$ cat src/sv/slndr_pkg.sv
// ----------------------------------------------------------------------------
// Sorted line list package
// Word types, status and action codes and defaults shared by the sorted
// line list with near-duplicate rejection.
// ----------------------------------------------------------------------------
package slndr_pkg;

  // Field widths fixed by the word formats.
  localparam int unsigned KEY_W  = 48;
  localparam int unsigned PAY_W  = 32;
  localparam int unsigned THR_W  = 32;
  localparam int unsigned RIDX_W = 6;
  localparam int unsigned CNTO_W = 7;
  localparam int unsigned STAT_W = 3;
  localparam int unsigned ACT_W  = 2;

  // Default list depth.
  localparam int unsigned CAPACITY_DEF = 64;

  // Threshold after reset: 0.005 in Q8.24.
  localparam logic [THR_W-1:0] THR_RESET = 32'd83886;

  // Action codes.
  localparam logic [ACT_W-1:0] ACT_INSERT = 2'd0;
  localparam logic [ACT_W-1:0] ACT_READ   = 2'd1;
  localparam logic [ACT_W-1:0] ACT_CLEAR  = 2'd2;

  // Status codes.
  localparam logic [STAT_W-1:0] ST_INSERTED  = 3'd0;
  localparam logic [STAT_W-1:0] ST_NEAR_DUP  = 3'd1;
  localparam logic [STAT_W-1:0] ST_FULL      = 3'd2;
  localparam logic [STAT_W-1:0] ST_READ_OK   = 3'd3;
  localparam logic [STAT_W-1:0] ST_BAD_INDEX = 3'd4;
  localparam logic [STAT_W-1:0] ST_CLEARED   = 3'd5;

  // Input word.
  typedef struct packed {
    logic [ACT_W-1:0]  action;
    logic [KEY_W-1:0]  line_key;
    logic [PAY_W-1:0]  line_payload;
    logic [RIDX_W-1:0] read_index;
  } in_word_t;

  // Result word.
  typedef struct packed {
    logic [STAT_W-1:0] status;
    logic [KEY_W-1:0]  entry_key_out;
    logic [PAY_W-1:0]  entry_payload_out;
    logic [CNTO_W-1:0] entry_count_out;
  } out_word_t;

  // Broadcast control from the sequencer to every cell.
  typedef struct packed {
    logic              cmp_en;
    logic              shift_en;
    logic [KEY_W-1:0]  key;
    logic [PAY_W-1:0]  payload;
    logic [THR_W-1:0]  thr;
    logic [RIDX_W-1:0] read_index;
  } cell_ctrl_t;

endpackage

$ cat src/sv/slndr_cell.sv
// ----------------------------------------------------------------------------
// Sorted line list cell
// Holds one record of the sorted list, compares it against the broadcast
// key and shifts in from its left neighbor on an insert.
// ----------------------------------------------------------------------------
module slndr_cell #(
  parameter int unsigned CELL_IDX = 0,
  parameter int unsigned CNT_W    = 7
) (
  input  logic                           clk_i,
  input  logic                           rst_ni,
  input  slndr_pkg::cell_ctrl_t          ctrl_i,
  input  logic [CNT_W-1:0]               count_i,
  input  logic [slndr_pkg::KEY_W-1:0]    left_key_i,
  input  logic [slndr_pkg::PAY_W-1:0]    left_payload_i,
  input  logic                           left_ins_i,
  output logic [slndr_pkg::KEY_W-1:0]    key_o,
  output logic [slndr_pkg::PAY_W-1:0]    payload_o,
  output logic                           ins_o,
  output logic                           near_o,
  output logic                           hit_o
);

  logic [slndr_pkg::KEY_W-1:0] key_q;
  logic [slndr_pkg::PAY_W-1:0] payload_q;
  logic                        ins_q, near_q, hit_q;
  logic                        valid;
  logic [slndr_pkg::KEY_W-1:0] key_gap;
  logic                        ins_d, near_d, hit_d;

  // The cell holds a record when its position is below the fill count.
  assign valid = (32'(count_i) > 32'(CELL_IDX));

  // Exact distance between the broadcast key and the stored key.
  always_comb begin
    if (ctrl_i.key >= key_q) begin
      key_gap = ctrl_i.key - key_q;
    end else begin
      key_gap = key_q - ctrl_i.key;
    end
    near_d = valid &&
             (key_gap < {{(slndr_pkg::KEY_W-slndr_pkg::THR_W){1'b0}}, ctrl_i.thr});
    // An empty cell counts as lying after the new key.
    ins_d  = !valid || (key_q > ctrl_i.key);
    hit_d  = (32'(ctrl_i.read_index) == 32'(CELL_IDX));
  end

  // Compare flags are taken in the compare cycle.
  always_ff @(posedge clk_i or negedge rst_ni) begin
    if (!rst_ni) begin
      ins_q  <= 1'b0;
      near_q <= 1'b0;
      hit_q  <= 1'b0;
    end else if (ctrl_i.cmp_en) begin
      ins_q  <= ins_d;
      near_q <= near_d;
      hit_q  <= hit_d;
    end
  end

  // On an insert, cells after the insert point move one place right and the
  // first of them takes the new record.
  always_ff @(posedge clk_i) begin
    if (ctrl_i.shift_en && ins_q) begin
      if (left_ins_i) begin
        key_q     <= left_key_i;
        payload_q <= left_payload_i;
      end else begin
        key_q     <= ctrl_i.key;
        payload_q <= ctrl_i.payload;
      end
    end
  end

  assign key_o     = key_q;
  assign payload_o = payload_q;
  assign ins_o     = ins_q;
  assign near_o    = near_q;
  assign hit_o     = hit_q;

endmodule

$ cat config.mk
export PLATFORM = sky130hd
export DESIGN_NAME = slndr_cell
export DESIGN_NICKNAME = d
export VERILOG_FILES = /design/src/sv/slndr_pkg.sv /design/src/sv/slndr_cell.sv
export SDC_FILE = /design/constraint.sdc
export NUM_CORES = 1
export LEC_CHECK = 0
export BUFFER_PORTS_ARGS = -buffer_cell sky130_fd_sc_hd__buf_4
export CAP_MARGIN = 20
export CORE_MARGIN = 2
export CORE_UTILIZATION = 49
export CTS_BUF_LIST = sky130_fd_sc_hd__clkbuf_16
export DETAILED_ROUTE_END_ITERATION = 8
export PLACE_DENSITY_LB_ADDON = 0.1
export SLEW_MARGIN = 20
export SYNTH_ARGS = -nofsm -noshare
export SYNTH_HDL_FRONTEND = slang
export SYNTH_SLANG_ARGS = --single-unit
$ cat constraint.sdc
create_clock -name clk_i -period 4.39 [get_ports clk_i]
set_clock_uncertainty 0.15 [all_clocks]
set_input_delay 0.878 -clock clk_i [delete_from_list [all_inputs] [get_ports clk_i]]
set_output_delay 0.878 -clock clk_i [all_outputs]
set_load 0.005 [all_outputs]
Word level (Yosys, flattened, before mapping)

Cells that the tools add are included.

Bits in registers: 83
Bits in latches: 0
Bits in writable memories: 0
ROM bits: 0
Bits of input ports: 210
Memories kept: 0

Add/sub/neg operators: 2
Multipliers: 0
Div/mod/pow operators: 0
Order comparisons: 4
Eq/ne operators: 0
Shift operators: 0
Mux-type cells: 3
Bitwise logic cells: 0
Reductions and logical operators: 5

Operator list:

| cell                                                | count |
|---|---|
| 2-to-1 mux 48 bit                                   | 2 |
| subtractor 48 bit                                   | 2 |
| greater-or-equal comparator 48 bit                  | 1 |
| > comparator 48 bit                                 | 1 |
| < comparator 48 x 32 -> 1 bit                       | 1 |
| 2-to-1 mux 32 bit                                   | 1 |
| > comparator 7 x 1 -> 1 bit (second input constant) | 1 |
| zero test 6 bit                                     | 1 |
| logical AND 1 bit                                   | 2 |
| zero test 1 bit                                     | 1 |
| logical OR 1 bit                                    | 1 |

Longest topological paths before layout

Depth after elaboration: 4
Gate-level depth with buffers: 27

Worst setup path after synthesis

Ideal clock, no wire load.

Kind: input -> register
Start: input ctrl_i[70] (netlist bit)
End: register near_q (netlist: near_o)
Setup time: 0.095 ns
Arrival: 5.174 ns
Path slack: -1.030 ns
Stages on the path: 26
Path buffers: 1
Cell sequence: inv_1 ha_1 inv_1 fa_1 a211oi_1 nor3_1 o21ai_1 a31oi_2 o31ai_1 nand2_2 buf_2 o21ai_0 o221ai_1 xor2_1 ha_1 a21o_1 a21o_1 a21oi_1 nor2b_1 o21ai_0 o311ai_0 a41oi_1 o221ai_1 nor4_1 nand4_1 o32ai_2

Word-level cells in the longest chain between the ends: 4
Elaborated cells on any way between the ends: 6
Classes of those cells: add/sub: 2; order compare: 2; mux: 1; reduce/logical: 1

RTL lines:

| what                                      | RTL line         | source |
|---|---|---|
| start: declaration                        | slndr_cell.sv:12 | `input slndr_pkg::cell_ctrl_t ctrl_i,` |
| subtractor 48 bit (tied with other cells) | slndr_cell.sv:39 | `key_gap = key_q - ctrl_i.key;` |
| 2-to-1 mux 48 bit *                       | slndr_cell.sv:36 | `if (ctrl_i.key >= key_q) begin` |
| < comparator 48 x 32 -> 1 bit *           | slndr_cell.sv:42 | `(key_gap < {{(slndr_pkg::KEY_W-slndr_pkg::THR_W){1'b0}}, ctrl_i.thr});` |
| logical AND 1 bit *                       | slndr_cell.sv:41 | `near_d = valid &&` |
| end signal: assignment                    | slndr_cell.sv:56 | `near_q <= near_d;` |
| end: declaration                          | slndr_cell.sv:26 | `logic ins_q, near_q, hit_q;` |

Mark *: on every way between the ends. The rest lies on a longest branch, timed or not.
A chain may end at the register's enable or synchronous reset.

Worst setup path in the final report

Start: input ctrl_i[97] (netlist bit)
End: register near_q (netlist: near_o)

Same word-level chain as after synthesis.

==> out/results.tsv <==
stage	metric	value	unit
timing	WHS	0.1513	ns
layout	antenna cells	0	
synth	Main synth FF type	edfxtp_1	
layout	Multi-input gate area	7242	um2
floorplanning	Die W	148.5	um
timing	final worst slack	-0.8959	ns
placement	Port Buf Inserts	292	
route	WL per Instance	20.22	um
critical_path	CP startpoint kind	primary input	
critical_path	CP Class	primary input to flop	
critical_path	CP max FO	6	
critical_path	CP Buf/Inv Count	3	
timing	fin crit share	1.204	
layout	Area growth syn-to-layout	58.53	%
critical_path	crit-path cells	buf_4, inv_1, ha_4, a21oi_2, o21ai_0, a21oi_1, o211ai_1, o31ai_4, nand2_2, buf_4, mux2i_1, xor2_1, ha_1, o21ai_1, nand4_1, a31oi_2, o311ai_1, a41oi_2, o221ai_1, nor4_1, nand4_1, o32ai_2	
power	Pleak	7.925	nW
timing	worst-margin pin slew	1.026	ns
synth	synthesized flop and latch total	83	
layout	share of layout cells above drive strength 1	0.4242	
synth	Post-Synthesis Cells	1293	
cts	Max clock buf depth	2	
cts	hold_buf cts	0	
layout	Final #Nets	2279	
route	drc violations	0	
cts	CTS buffer count	9	
floorplanning	Initial Util	0.5026	
grt	Total GRT Usage	0.3798	
layout	Finished Cell Area	16230	um2
outcome	status	finished, violations left	
timing	Slew headroom	0.3159	
route	drt first pass iters	7	
synth	Post-synth EDFFs	80	
floorplanning	Top Ports	293	
power	worst vdd ir	181.3	uV
grt	gr ovfl total	0	
grt	pin count of the biggest net entering global routing	106	
timing	final-report setup violation count	1	
timing	Slew Limit Fails	0	
synth	Synth cell types	72	
layout	Layout fillers	1323	
cts	CTS tree	built	
placement	GPL Wtd Cong	1.002	
placement	estimated wirelength of the detail-placed design	34.65	mm
cts	clock latency on the worst-skew pair	0.37	ns
layout	register area	2477	um2
floorplanning	die span in y	148.5	um
job	max-capacitance violation count	0	
synth	Ys Warns	0	
cts	clock transition at the registers of the reported paths	0.07	ns
grt	first-pass GRT wire length	65.98	mm
synth	Syn Area/Cell	7.917	um2
synth	Seq/Total Area, Yosys	0.2420	
timing	fmax	189.2	MHz
placement	Placed Cells	2185	
min_path	type of the worst min-delay path	primary input to async pin	
cts	Num Clock Sinks	83	
outcome	failing checks	negative setup slack	
critical_path	endpoint class of the critical path	flop	
floorplanning	full die area	22060	um2
cts	CTS Root Cell	clkbuf_16	
layout	non-filler cells, final	2215	
synth	Mapped Area	10240	um2
timing	min cycle time layout	5.286	ns
critical_path	R2R Setup Slk	-0.72	ns
power	PwrDens	264.0	nW/um2
critical_path	Crit-path slowest cell	o31ai_4	
placement	Post-Place Cell Area	15520	um2
route	drt via density	5.837	
critical_path	Worst Path Arrival	5.40	ns
power	total power	4.283	mW
route	Iter 0 DRT Violations	1233	
critical_path	slowest stage delay, CP	0.43	ns
route	final wirelength	44.79	mm
synth	Synthesized Nets	1632	
critical_path	CP Data Required Time	4.51	ns
synth	share of flip-flops with an asynchronous set or reset	0.03614	
critical_path	dominant delay contributor by cell family on the critical path	compound AO/OA/AOI/OAI gates	
timing	Final Hold Fails	0	
grt	initial antenna violation count	1	
route	antenna viol nets, final	0	
cts	H-tree Lvls	3	
grt	vias in the first global route	13010	
floorplanning	Std-Cell Rows	52	
floorplanning	core area	20360	um2
timing	setup_tns	-0.8959	ns
route	vias after detailed routing	12930	
timing	RSZ-0062 raised after global routing	yes	
==> cells by family (layout without fill, tap and decap cells) <==
logic type                 Yosys count  after routing  synth area share
adders and majority gates          129            129            0.1591
buffers and inverters              210            861           0.08532
DFF                                 83             83            0.2420
xor gates and xnor gates            46             46           0.03936
AOI/OAI and AO/OA                  463            463            0.2792
and+or+nand+nor                    320            321            0.1500
muxes                               42             42           0.04498
==> per-layer routing <==
layer,wire (um),share of wire,GRT usage,up-vias
li1,-,-,-,5951
met1,17310,0.39,0.4665,6018
met2,21850,0.49,0.6801,827
met3,4308,0.096,0.06963,130
met4,1302,0.029,0.1081,2
met5,13,0.00029,0,-
==> worst paths after layout <==
check,endpoint,depth (start not counted),startpoint
min reg2reg,hit_o,2,hit_o
max in group asynchronous,near_o,1,rst_ni
max,near_o,22,ctrl_i[97]
max reg2reg,near_o,22,key_o[22]
min,ins_o,1,rst_ni
min in group clk_i,hit_o,2,hit_o
==> timing repair <==
item / 4_1_cts / 5_1_grt
buffers inserted: 4 / 8
pin swaps: 23 / 23
gates cloned: 1 / 0
setup endpoints to repair: 1 / 2
resized for setup: 26 / 32
==> final cells by class <==
cell class | instances | area share
clock buffer | 9 | 0.01388
clock inverter | 7 | 0.003778
inverter | 145 | 0.03447
multi-input combinational | 1001 | 0.4463
sequential | 83 | 0.1527
tap | 270 | 0.02082
timing repair buffer | 700 | 0.3281
==> synth_stat cells (11+ instances only) <==
| master | n | area share |
|---|---|---|
| ha_1 | 127 | 0.16 |
| o211ai_1 | 13 | 0.0095 |
| a21oi_1 | 142 | 0.069 |
| nor2b_1 | 11 | 0.0067 |
| nor2_1 | 79 | 0.029 |
| o21bai_1 | 17 | 0.012 |
| nor3_1 | 11 | 0.0054 |
| mux2_2 | 32 | 0.035 |
| xor2_1 | 16 | 0.014 |
| inv_1 | 145 | 0.053 |
| nand2_1 | 124 | 0.045 |
| a31oi_1 | 17 | 0.010 |
| nand3_1 | 16 | 0.0078 |
| o21a_1 | 15 | 0.011 |
| o21ai_0 | 139 | 0.068 |
| edfxtp_1 | 80 | 0.23 |
| a211oi_1 | 15 | 0.011 |
| xnor2_1 | 30 | 0.026 |
| clkbuf_1 | 25 | 0.0092 |
| buf_2 | 29 | 0.014 |
| a21o_1 | 35 | 0.026 |
| nand4_1 | 36 | 0.022 |
==> sequential cells by signal, indices dropped and copies added (netlist names) <==
name / count
key_o: 48
payload_o: 32
hit_o: 1
ins_o: 1
near_o: 1
==> through the flow <==
stage	util	setup slack, ns
after floorplan	-	-0.6745
after global placement	0.7622	-1.231
after detailed placement	0.7622	-1.392
after CTS	0.7847	-0.8546
after global routing	0.7968	-1.074
final	0.7968	-0.8959
==> power by group <==
part | leakage [nW] | switching (mW) | internal [mW] | total (mW)
Clock | 0.146 | 0.418 | 0.398 | 0.816
Combinational | 6.98 | 1.27 | 1.21 | 2.48
Sequential | 0.797 | 0.0366 | 0.951 | 0.988
Total | 7.93 | 1.72 | 2.56 | 4.28
==> cell usage in the layout (no fill, tap or decap), types with 6 or more instances in the layout <==
cell and n:
a211oi_1 10, a211oi_2 7, a21boi_0 6, a21o_1 35, a21oi_1 133, a21oi_2 11
a221oi_1 7, a31oi_1 15, and2_1 6, and4_1 6, buf_4 694, clkbuf_16 9
edfxtp_1 80, ha_1 114, ha_4 12, inv_1 139, mux2_2 32, mux2i_1 9
nand2_1 124, nand3_1 15, nand4_1 36, nor2_1 79, nor2b_1 11, nor3_1 8
o211ai_1 13, o21a_1 15, o21ai_0 127, o21ai_1 12, o21bai_1 16, o221ai_1 7
xnor2_1 30, xor2_1 16
Power figures use the tool's default switching activity.
